--- src/hw/rtl/mrse_pkg.sv ---
// Package of the Modbus RTU slave engine: codes, defaults and shared types.
package mrse_pkg;
    localparam int RX_DEPTH_DEF = 32;
    localparam int NUM_REGS_DEF = 64;
    localparam int MAX_QTY_DEF  = 16;

    localparam logic [1:0] CMD_BYTE  = 2'd0;
    localparam logic [1:0] CMD_END   = 2'd1;
    localparam logic [1:0] CMD_LOCAL = 2'd2;

    localparam logic [7:0] FN_READ  = 8'd3;
    localparam logic [7:0] FN_WRITE = 8'd6;

    localparam logic [15:0] CRC_INIT = 16'hFFFF;
    localparam logic [15:0] CRC_POLY = 16'hA001;

    localparam logic [7:0] SLAVE_ADDR_RST = 8'd1;

    typedef struct packed {
        logic       init;
        logic       start;
        logic [7:0] data;
    } t_crc_ctl;
endpackage

--- src/hw/rtl/mrse_if.sv ---
// Handshake channels of the Modbus RTU slave engine.
interface mrse_in_if;
    logic        valid;
    logic        ready;
    logic [1:0]  cmd;
    logic [7:0]  rx_byte;
    logic [5:0]  local_index;
    logic [15:0] local_value;
    modport source(output valid, cmd, rx_byte, local_index, local_value, input ready);
    modport sink(input valid, cmd, rx_byte, local_index, local_value, output ready);
endinterface

interface mrse_out_if;
    logic       valid;
    logic       ready;
    logic [7:0] tx_byte;
    logic       last;
    modport source(output valid, tx_byte, last, input ready);
    modport sink(input valid, tx_byte, last, output ready);
endinterface

--- src/hw/rtl/modbus_rtu_slave_engine.sv ---
// Modbus RTU slave engine: top level with frame store, register store and sequencer.
//
// Input channel i_in carries one transaction per received byte (cmd 0), frame-end
// silence (cmd 1) or a local holding register update (cmd 2). Output channel
// o_out returns the reply frame one byte per transaction, last set on the final
// CRC byte. i_cfg_we/i_cfg_data write the slave address (reset value 1).
// A received byte is written to the frame store and fed to the serial CRC unit,
// which runs one bit per cycle. A local update is written straight to the
// register store. A frame end with a good CRC and at least four bytes reads six
// header bytes from the frame store and decodes them, then builds the reply: each
// data byte runs through the CRC unit into the output register, a register high
// byte after a register store read, and the two CRC bytes follow. Other frames
// are dropped at once, and a frame for another address or function after decode.
// Only one input transaction is in work at a time; the input is ready again
// once the previous one is done, even while a reply byte waits in the output
// register. A stalled receiver holds the output byte and pauses the sequencer.
// Reset (synchronous, active low) empties the frame, sets the CRC to 0xFFFF,
// marks all holding registers as zero through per-entry valid bits and drops
// any pending output byte; no clearing pass is needed.
module modbus_rtu_slave_engine #(
    parameter int RX_DEPTH = mrse_pkg::RX_DEPTH_DEF,
    parameter int NUM_REGS = mrse_pkg::NUM_REGS_DEF,
    parameter int MAX_QTY  = mrse_pkg::MAX_QTY_DEF
) (
    input  logic       i_clk,
    input  logic       i_rst_n,
    mrse_in_if.sink    i_in,
    mrse_out_if.source o_out,
    input  logic       i_cfg_we,
    input  logic [7:0] i_cfg_data
);
    localparam int CW  = $clog2(RX_DEPTH + 1);
    localparam int FAW = $clog2(RX_DEPTH);
    localparam int HAW = $clog2(NUM_REGS);
    localparam int QW  = $clog2(MAX_QTY + 1);
    localparam int TIW = $clog2(8 + 2 * MAX_QTY + 1);

    localparam logic [3:0] S_IDLE  = 4'd0;
    localparam logic [3:0] S_RXCRC = 4'd1;
    localparam logic [3:0] S_HRD   = 4'd2;
    localparam logic [3:0] S_HWT   = 4'd3;
    localparam logic [3:0] S_DEC   = 4'd4;
    localparam logic [3:0] S_PREP  = 4'd5;
    localparam logic [3:0] S_RDW   = 4'd6;
    localparam logic [3:0] S_TCRC  = 4'd7;
    localparam logic [3:0] S_PUT   = 4'd8;

    logic [3:0]     r_state, n_state;
    logic [7:0]     r_slave;
    logic [CW-1:0]  r_count, n_count;
    logic [CW-1:0]  r_len, n_len;
    logic [2:0]     r_pos, n_pos;
    logic [7:0]     r_hdr [0:5];
    logic           r_fn3, n_fn3;
    logic [QW-1:0]  r_qty, n_qty;
    logic [TIW-1:0] r_ti, n_ti;
    logic [7:0]     r_cur, n_cur;
    logic [7:0]     r_wlo, n_wlo;
    logic           r_rdok, n_rdok;
    logic [NUM_REGS-1:0] r_hv, n_hv;
    logic           r_ovalid, n_ovalid;
    logic [7:0]     r_obyte, n_obyte;
    logic           r_olast, n_olast;

    logic           in_acc;
    logic [15:0]    arg0, arg1;
    logic           arg0_ok;
    logic [TIW-1:0] ndata, rel;
    logic [16:0]    rnum;
    logic           rnum_ok;
    logic [HAW-1:0] raddr_h;
    logic           hdr_we;

    logic           fs_we;
    logic [FAW-1:0] fs_waddr, fs_raddr;
    logic [7:0]     fs_rdata;
    logic           hr_we;
    logic [HAW-1:0] hr_waddr;
    logic [15:0]    hr_wdata, hr_rdata;

    mrse_pkg::t_crc_ctl crc_ctl;
    logic [15:0]    crc;
    logic           crc_busy;

    mrse_ram #(.WIDTH(8), .DEPTH(RX_DEPTH)) u_frame_ram (
        .i_clk(i_clk), .i_we(fs_we), .i_waddr(fs_waddr), .i_wdata(i_in.rx_byte),
        .i_raddr(fs_raddr), .o_rdata(fs_rdata)
    );

    mrse_ram #(.WIDTH(16), .DEPTH(NUM_REGS)) u_reg_ram (
        .i_clk(i_clk), .i_we(hr_we), .i_waddr(hr_waddr), .i_wdata(hr_wdata),
        .i_raddr(raddr_h), .o_rdata(hr_rdata)
    );

    mrse_crc u_crc (
        .i_clk(i_clk), .i_rst_n(i_rst_n), .i_ctl(crc_ctl), .o_crc(crc), .o_busy(crc_busy)
    );

    assign i_in.ready   = (r_state == S_IDLE);
    assign in_acc       = i_in.valid && i_in.ready;
    assign o_out.valid  = r_ovalid;
    assign o_out.tx_byte = r_obyte;
    assign o_out.last   = r_olast;

    assign arg0    = {r_hdr[2], r_hdr[3]};
    assign arg1    = {r_hdr[4], r_hdr[5]};
    assign arg0_ok = (arg0 >= 16'd1) && (32'(arg0) <= NUM_REGS);
    assign ndata   = r_fn3 ? (TIW'(3) + (TIW'(r_qty) << 1)) : TIW'(6);
    assign rel     = r_ti - TIW'(3);
    assign rnum    = {1'b0, arg0} + 17'(rel[TIW-1:1]);
    assign rnum_ok = (rnum >= 17'd1) && (32'(rnum) <= NUM_REGS);
    assign raddr_h = HAW'(rnum - 17'd1);
    assign fs_raddr = FAW'(r_pos);
    assign fs_waddr = r_count[FAW-1:0];
    assign hdr_we   = (r_state == S_HWT);

    always_comb begin
        n_state  = r_state;
        n_count  = r_count;
        n_len    = r_len;
        n_pos    = r_pos;
        n_fn3    = r_fn3;
        n_qty    = r_qty;
        n_ti     = r_ti;
        n_cur    = r_cur;
        n_wlo    = r_wlo;
        n_rdok   = r_rdok;
        n_hv     = r_hv;
        n_ovalid = r_ovalid && !o_out.ready;
        n_obyte  = r_obyte;
        n_olast  = r_olast;
        fs_we    = 1'b0;
        hr_we    = 1'b0;
        hr_waddr = HAW'(i_in.local_index);
        hr_wdata = i_in.local_value;
        crc_ctl  = '0;

        case (r_state)
            S_IDLE: begin
                if (in_acc) begin
                    case (i_in.cmd)
                        mrse_pkg::CMD_BYTE: begin
                            if (r_count < CW'(RX_DEPTH)) begin
                                fs_we         = 1'b1;
                                crc_ctl.start = 1'b1;
                                crc_ctl.data  = i_in.rx_byte;
                                n_count       = r_count + CW'(1);
                                n_state       = S_RXCRC;
                            end
                        end
                        mrse_pkg::CMD_END: begin
                            n_len        = r_count;
                            n_count      = '0;
                            n_pos        = 3'd0;
                            crc_ctl.init = 1'b1;
                            if ((r_count >= CW'(4)) && (crc == 16'd0)) begin
                                n_state = S_HRD;
                            end
                        end
                        mrse_pkg::CMD_LOCAL: begin
                            if (32'(i_in.local_index) < NUM_REGS) begin
                                hr_we = 1'b1;
                                n_hv[HAW'(i_in.local_index)] = 1'b1;
                            end
                        end
                        default: begin
                        end
                    endcase
                end
            end
            S_RXCRC: begin
                if (!crc_busy) begin
                    n_state = S_IDLE;
                end
            end
            S_HRD: begin
                n_state = S_HWT;
            end
            S_HWT: begin
                if (r_pos == 3'd5) begin
                    n_state = S_DEC;
                end else begin
                    n_pos   = r_pos + 3'd1;
                    n_state = S_HRD;
                end
            end
            S_DEC: begin
                n_ti    = '0;
                n_fn3   = (r_hdr[1] == mrse_pkg::FN_READ);
                n_qty   = (32'(arg1) > MAX_QTY) ? QW'(MAX_QTY) : QW'(arg1);
                n_state = S_IDLE;
                if (r_hdr[0] == r_slave) begin
                    if (r_hdr[1] == mrse_pkg::FN_READ) begin
                        n_state = S_PREP;
                    end else if (r_hdr[1] == mrse_pkg::FN_WRITE) begin
                        n_state = S_PREP;
                        if (arg0_ok) begin
                            hr_we    = 1'b1;
                            hr_waddr = HAW'(arg0 - 16'd1);
                            hr_wdata = arg1;
                            n_hv[HAW'(arg0 - 16'd1)] = 1'b1;
                        end
                    end
                end
            end
            S_PREP: begin
                if (r_ti < ndata) begin
                    n_state = S_TCRC;
                    if (r_ti == TIW'(0)) begin
                        n_cur = r_slave;
                    end else if (r_ti == TIW'(1)) begin
                        n_cur = r_hdr[1];
                    end else if (r_fn3 && (r_ti == TIW'(2))) begin
                        n_cur = 8'({r_qty, 1'b0});
                    end else if (r_fn3) begin
                        n_cur = r_wlo;
                        if (!rel[0]) begin
                            n_rdok  = rnum_ok && r_hv[raddr_h];
                            n_state = S_RDW;
                        end
                    end else if (r_ti == TIW'(2)) begin
                        n_cur = r_hdr[2];
                    end else if (r_ti == TIW'(3)) begin
                        n_cur = r_hdr[3];
                    end else if (r_ti == TIW'(4)) begin
                        n_cur = arg0_ok ? r_hdr[4] : 8'd0;
                    end else begin
                        n_cur = arg0_ok ? r_hdr[5] : 8'd0;
                    end
                    if (n_state == S_TCRC) begin
                        crc_ctl.start = 1'b1;
                        crc_ctl.data  = n_cur;
                    end
                end else begin
                    n_cur   = (r_ti == ndata) ? crc[7:0] : crc[15:8];
                    n_state = S_PUT;
                end
            end
            S_RDW: begin
                n_cur         = r_rdok ? hr_rdata[15:8] : 8'd0;
                n_wlo         = r_rdok ? hr_rdata[7:0] : 8'd0;
                crc_ctl.start = 1'b1;
                crc_ctl.data  = n_cur;
                n_state       = S_TCRC;
            end
            S_TCRC: begin
                if (!crc_busy) begin
                    n_state = S_PUT;
                end
            end
            S_PUT: begin
                if (!r_ovalid || o_out.ready) begin
                    n_ovalid = 1'b1;
                    n_obyte  = r_cur;
                    n_olast  = (r_ti == ndata + TIW'(1));
                    n_ti     = r_ti + TIW'(1);
                    n_state  = n_olast ? S_IDLE : S_PREP;
                    // restart the receive CRC once the reply CRC is out
                    crc_ctl.init = n_olast;
                end
            end
            default: begin
                n_state = S_IDLE;
            end
        endcase
    end

    always_ff @(posedge i_clk) begin
        if (!i_rst_n) begin
            r_state  <= S_IDLE;
            r_slave  <= mrse_pkg::SLAVE_ADDR_RST;
            r_count  <= '0;
            r_hv     <= '0;
            r_ovalid <= 1'b0;
        end else begin
            r_state  <= n_state;
            r_count  <= n_count;
            r_hv     <= n_hv;
            r_ovalid <= n_ovalid;
            if (i_cfg_we) begin
                r_slave <= i_cfg_data;
            end
        end
    end

    always_ff @(posedge i_clk) begin
        r_len   <= n_len;
        r_pos   <= n_pos;
        r_fn3   <= n_fn3;
        r_qty   <= n_qty;
        r_ti    <= n_ti;
        r_cur   <= n_cur;
        r_wlo   <= n_wlo;
        r_rdok  <= n_rdok;
        r_obyte <= n_obyte;
        r_olast <= n_olast;
        if (hdr_we) begin
            r_hdr[r_pos] <= (CW'(r_pos) < r_len) ? fs_rdata : 8'd0;
        end
    end
endmodule

--- src/hw/rtl/mrse_ram.sv ---
// Generic single-write, single-read RAM with registered read data.
module mrse_ram #(
    parameter int WIDTH = 8,
    parameter int DEPTH = 32
) (
    input  logic                     i_clk,
    input  logic                     i_we,
    input  logic [$clog2(DEPTH)-1:0] i_waddr,
    input  logic [WIDTH-1:0]         i_wdata,
    input  logic [$clog2(DEPTH)-1:0] i_raddr,
    output logic [WIDTH-1:0]         o_rdata
);
    logic [WIDTH-1:0] r_mem [0:DEPTH-1];
    logic [WIDTH-1:0] r_rdata;

    always_ff @(posedge i_clk) begin
        if (i_we) begin
            r_mem[i_waddr] <= i_wdata;
        end
        r_rdata <= r_mem[i_raddr];
    end

    assign o_rdata = r_rdata;
endmodule

--- src/hw/rtl/mrse_crc.sv ---
// Bit-serial reflected CRC-16 unit, one bit per cycle.
module mrse_crc (
    input  logic              i_clk,
    input  logic              i_rst_n,
    input  mrse_pkg::t_crc_ctl i_ctl,
    output logic [15:0]       o_crc,
    output logic              o_busy
);
    logic [15:0] r_crc, n_crc;
    logic [3:0]  r_cnt, n_cnt;

    always_comb begin
        n_crc = r_crc;
        n_cnt = r_cnt;
        if (i_ctl.init) begin
            n_crc = mrse_pkg::CRC_INIT;
            n_cnt = 4'd0;
        end else if (i_ctl.start) begin
            n_crc = r_crc ^ {8'd0, i_ctl.data};
            n_cnt = 4'd8;
        end else if (r_cnt != 4'd0) begin
            n_crc = r_crc[0] ? ((r_crc >> 1) ^ mrse_pkg::CRC_POLY) : (r_crc >> 1);
            n_cnt = r_cnt - 4'd1;
        end
    end

    always_ff @(posedge i_clk) begin
        if (!i_rst_n) begin
            r_crc <= mrse_pkg::CRC_INIT;
            r_cnt <= 4'd0;
        end else begin
            r_crc <= n_crc;
            r_cnt <= n_cnt;
        end
    end

    assign o_crc  = r_crc;
    assign o_busy = (r_cnt != 4'd0);
endmodule

--- src/flat_wrapper.sv ---
// flat-port wrapper written by rule: the top's interface ports become plain ports
module modbus_rtu_slave_engine_flat 
#(
    parameter int RX_DEPTH = mrse_pkg::RX_DEPTH_DEF,
    parameter int NUM_REGS = mrse_pkg::NUM_REGS_DEF,
    parameter int MAX_QTY  = mrse_pkg::MAX_QTY_DEF
)
  (i_clk, i_rst_n, i_cfg_we, i_cfg_data, i_in_valid, i_in_cmd, i_in_rx_byte, i_in_local_index, i_in_local_value, i_in_ready, o_out_valid, o_out_tx_byte, o_out_last, o_out_ready);
  mrse_in_if i_in_i ();
  mrse_out_if o_out_i ();
  input  logic i_clk;
  input  logic i_rst_n;
  input  logic i_cfg_we;
  input  logic [7:0] i_cfg_data;
  input wire logic [$bits(i_in_i.valid)-1:0] i_in_valid;
  input wire logic [$bits(i_in_i.cmd)-1:0] i_in_cmd;
  input wire logic [$bits(i_in_i.rx_byte)-1:0] i_in_rx_byte;
  input wire logic [$bits(i_in_i.local_index)-1:0] i_in_local_index;
  input wire logic [$bits(i_in_i.local_value)-1:0] i_in_local_value;
  output wire logic [$bits(i_in_i.ready)-1:0] i_in_ready;
  output wire logic [$bits(o_out_i.valid)-1:0] o_out_valid;
  output wire logic [$bits(o_out_i.tx_byte)-1:0] o_out_tx_byte;
  output wire logic [$bits(o_out_i.last)-1:0] o_out_last;
  input wire logic [$bits(o_out_i.ready)-1:0] o_out_ready;
  assign i_in_i.valid = i_in_valid;
  assign i_in_i.cmd = i_in_cmd;
  assign i_in_i.rx_byte = i_in_rx_byte;
  assign i_in_i.local_index = i_in_local_index;
  assign i_in_i.local_value = i_in_local_value;
  assign i_in_ready = i_in_i.ready;
  assign o_out_valid = o_out_i.valid;
  assign o_out_tx_byte = o_out_i.tx_byte;
  assign o_out_last = o_out_i.last;
  assign o_out_i.ready = o_out_ready;
  modbus_rtu_slave_engine #(.RX_DEPTH(RX_DEPTH), .NUM_REGS(NUM_REGS), .MAX_QTY(MAX_QTY)) u_core (.i_clk(i_clk), .i_rst_n(i_rst_n), .i_in(i_in_i), .o_out(o_out_i), .i_cfg_we(i_cfg_we), .i_cfg_data(i_cfg_data));
endmodule
--- config.mk ---
export PLATFORM = sky130hd
export DESIGN_NAME = modbus_rtu_slave_engine_flat
export DESIGN_NICKNAME = d
export VERILOG_FILES = /design/src/hw/rtl/mrse_pkg.sv /design/src/hw/rtl/mrse_if.sv /design/src/hw/rtl/modbus_rtu_slave_engine.sv /design/src/hw/rtl/mrse_ram.sv /design/src/hw/rtl/mrse_crc.sv /design/src/flat_wrapper.sv
export SDC_FILE = /design/constraint.sdc
export NUM_CORES = 2
export LEC_CHECK = 0
export BUFFER_PORTS_ARGS = -buffer_cell sky130_fd_sc_hd__buf_2
export CORE_MARGIN = 10
export CORE_UTILIZATION = 50
export CTS_CLUSTER_SIZE = 12
export DETAILED_ROUTE_END_ITERATION = 10
export PLACE_DENSITY = 0.66
export SYNTH_ARGS = -nofsm -noshare
export SYNTH_HDL_FRONTEND = slang
export SYNTH_SLANG_ARGS = --single-unit
--- constraint.sdc ---
create_clock -name i_clk -period 5.1 [get_ports i_clk]
set_input_delay 0.765 -clock i_clk [delete_from_list [all_inputs] [get_ports i_clk]]
set_output_delay 0.765 -clock i_clk [all_outputs]
set_load 0.005 [all_outputs]
==> reports/metrics.csv <==
stage,metric,value,unit
layout,sequential cell area,38070,sq um
synthesis,cells after synthesis,3092,
clock_network,TritonCTS Sinks,1310,
global_route,global routing usage on met3,4.859,%
critical_path,highest fanout seen on the critical path,50,
placement,IO Port Bufs,55,
floorplan,horizontal extent of the die,348.8,um
floorplan,Initial Util,50.42,%
layout,multi-input gate area in the final layout,15220,sq um
sta,slew at the pin with the worst max-slew slack,1128,ps
global_route,vias in the first global route,29963,
global_route,initial antenna violation count,9,
clock_network,clock tree from TritonCTS,done,
layout,fraction of layout instances using a drive strength above 1,23.17,%
synthesis,total number of yosys warnings,0,
global_route,total congestion overflow after global routing,0,
floorplan,Boundary Pins,56,
drt,mean number of vias per cell,6.304,
critical_path,category of the most critical setup path,reg2reg,
worst_hold_path,instance count along the most critical hold path,3,
synthesis,post-synthesis async set-or-reset flop share,0,%
sta,post-layout min period,4854,ps
global_route,pin count of the biggest net entering global routing,87,
synthesis,Main synth FF type,edfxtp_1,
job,reported max-cap violation count,0,
clock_network,number of setup buffers added after CTS,0,
clock_network,clock root buffer,clkbuf_16,
sta,setup violators final,0,
placement,DP Worst Slack,230.2,ps
sta,Sum Neg Setup Slack,0,ps
placement,placer congestion estimate,0.9162,
global_route,global-route met2 utilization,37.23,%
global_route,layer with the highest usage,met2,
floorplan,Total Die Area,121700,sq um
clock_network,clock transition at the registers of the reported paths,60,ps
drt,violation count after the first detailed-routing iteration,3206,
layout,Nets,3327,
pwr,static power due to leakage,19.97,nW
placement,DP Wirelength,91370,um
sta,Max Clock Skew,35.50,ps
sta,smallest setup slack after layout,246.3,ps
floorplan,number of core rows,120,
layout,"most common cell after layout, fill and taps aside",edfxtp_1,
layout,filler instances,8100,
synthesis,cell area after synthesis,54050,sq um
drt,Routed Antenna Nets,0,
drt,routed length per instance,30.38,um
drt,count of unresolved DRC violations after routing,0,
drt,via count,29923,
clock_network,TritonCTS buffer count,137,
worst_hold_path,class of the most critical hold timing path,in2reg,
synthesis,count of flip-flops with a built-in enable after synthesis,1183,
global_route,wire length of the first global-routing pass,210300,um
placement,cell total after placement,4513,
clock_network,worst-case clock buffer depth,3,
critical_path,Worst Path Arrival,5500,ps
layout,highest-count cells in the layout ignoring fill and taps,"edfxtp_1 (1183), mux4_2 (286), nor2_1 (189)",
sta,final hold vios,0,
layout,utilization of the core after routing,56.71,%
critical_path,crit end category,flop,
floorplan,core area,107200,sq um
sta,timing-limited maximum frequency,0.2060,GHz
sta,worst slew margin relative to its limit,24.11,%
sta,Final Slew Violations,0,
run_status,status,completed,
critical_path,crit start category,flop,
synthesis,Yosys cell types,92,
synthesis,Mean Syn Cell Area,17.48,sq um
synthesis,synthesized flop and latch total,1310,
clock_network,maximum level of the CTS H-tree,4,
drt,first-pass iteration count of the detailed router,6,
layout,Area growth syn-to-layout,12.47,%
clock_network,insertion delay to the later sink of the worst-skew pair,760,ps
critical_path,number of cells on the worst reg-to-reg path,13,
global_route,GR Layer Usage met1,32.37,%
synthesis,net count after synthesis,3170,
synthesis,sequential share of the synthesized area,70.43,%
drt,Total Wirelength,144200,um
critical_path,critical path data required time,5740,ps
pwr,power density over cell area,361.2,nW/um^2
layout,final std cells w/o fill,4747,
sta,share of the clock period used by the worst path after layout,95.17,%
floorplan,vertical die dimension,348.8,um
global_route,overall global routing resource usage,23.66,%
pwr,worst ir drop on vdd,0.3929,mV
==> sequential cells by signal, summed over array words and instances (netlist names), 3 cells and up <==
name                        cells
u_core.o_out.tx_byte            8
u_core.r_count                  6
u_core.r_cur                    8
u_core.r_hdr                   48
u_core.r_hv                    64
u_core.r_len                    6
u_core.r_pos                    3
u_core.r_qty                    5
u_core.r_slave                  8
u_core.r_state                  4
u_core.r_ti                     6
u_core.r_wlo                    8
u_core.u_crc.o_crc             16
u_core.u_crc.r_cnt              4
u_core.u_frame_ram.o_rdata      8
u_core.u_frame_ram.r_mem       64
u_core.u_reg_ram.o_rdata       16
u_core.u_reg_ram.r_mem       1024
==> cell type report <==
class	count	area share (%)
Clock buffer	192	6.166
Antenna cell	4	0.01647
Multi-Input combinational cell	1568	25.04
Tap cell	1403	2.888
Sequential cell	1310	62.62
Timing Repair Buffer	190	2.408
Inverter	42	0.2593
Clock inverter	38	0.6031
==> power breakdown <==
part | internal, mW | switching [mW]
clock network | 5.24 | 4.05
registers | 11.8 | 0.0884
logic | 0.250 | 0.555
==> synth_stat cells, types with 8 or more instances <==
master	count	share of area, %
xor2_1	15	0.24
mux2_2	70	1.5
o31ai_1	13	0.18
a211oi_1	21	0.29
nand4_1	8	0.093
nor3_1	49	0.45
and2_1	29	0.34
nor2_1	194	1.3
o22ai_1	40	0.46
a22o_1	28	0.45
a21oi_1	93	0.86
o211ai_1	10	0.14
a211o_1	17	0.28
or2_2	10	0.12
o21ai_0	56	0.52
xnor2_1	23	0.37
ha_1	32	0.74
nand2b_1	23	0.27
mux2i_1	162	3.0
mux4_2	286	12
clkbuf_1	109	0.76
and3_1	13	0.15
inv_1	41	0.28
o21a_1	21	0.29
buf_2	27	0.25
nor2b_1	29	0.34
nand2_1	149	1.0
a31oi_1	12	0.14
or3_1	10	0.12
edfxtp_1	1183	66
dfxtp_1	127	4.7
nand3_1	24	0.22
buf_1	28	0.19
nor4_1	15	0.17
==> path summary, 6_finish.rpt <==
kind / startpoint / endpoint / slack (ps)
setup / recovery: u_core.r_ti[0] / u_core.u_reg_ram.o_rdata[14] / 250
hold / removal: i_cfg_data[0] / u_core.r_slave[0] / 240
setup reg to reg: u_core.r_ti[0] / u_core.u_reg_ram.o_rdata[14] / 250
hold reg to reg: u_core.r_cur[1] / u_core.o_out.tx_byte[1] / 420
==> critical path, cell delays in order (launching register included) <==
cell	delay (ps)
edfxtp_1	520
ha_1	360
xnor2_1	320
inv_1	120
fa_1	720
ha_1	250
xor2_1	240
xnor2_2	190
buf_12	250
buf_12	360
mux2i_1	710
mux2_2	290
o22ai_1	90
a211o_1	240
==> metrics by stage <==
stage / instance area, sq um / power (mW) / hold WS, ps
finish: 60790 / 21.96 / 244.9
global route: 60780 / 22.59 / 244.2
CTS: 60750 / 22.11 / 201.1
detailed placement: 56630 / 12.88 / 405.4
global placement: 56630 / 12.83 / 407.3
floorplan: 54050 / 12.56 / 400.3
==> kinds of logic after synthesis <==
logic type | count (synthesis) | synth area share [%]
flip-flops | 1310 | 70.43
AND/OR/NAND/NOR | 596 | 5.373
multiplexers | 519 | 16.40
AO/OA/AOI/OAI | 382 | 4.776
buffers and inverters | 214 | 1.634
XOR/XNOR | 38 | 0.6158
adder cells (fa/ha/maj) | 33 | 0.7778
==> layer usage <==
layer	wire length (um)	vias up	part of all wire, %
li1	-	12682	-
met1	58650	15620	41
met2	68580	1349	48
met3	11470	264	8.0
met4	5465	8	3.8
met5	52	-	0.036
==> what timing repair did <==
item,in CTS,in global routing
resized for setup,0,7
hold buffers,0,0
endpoints found under the setup margin,0,6
(Power assumes the default switching activity.)
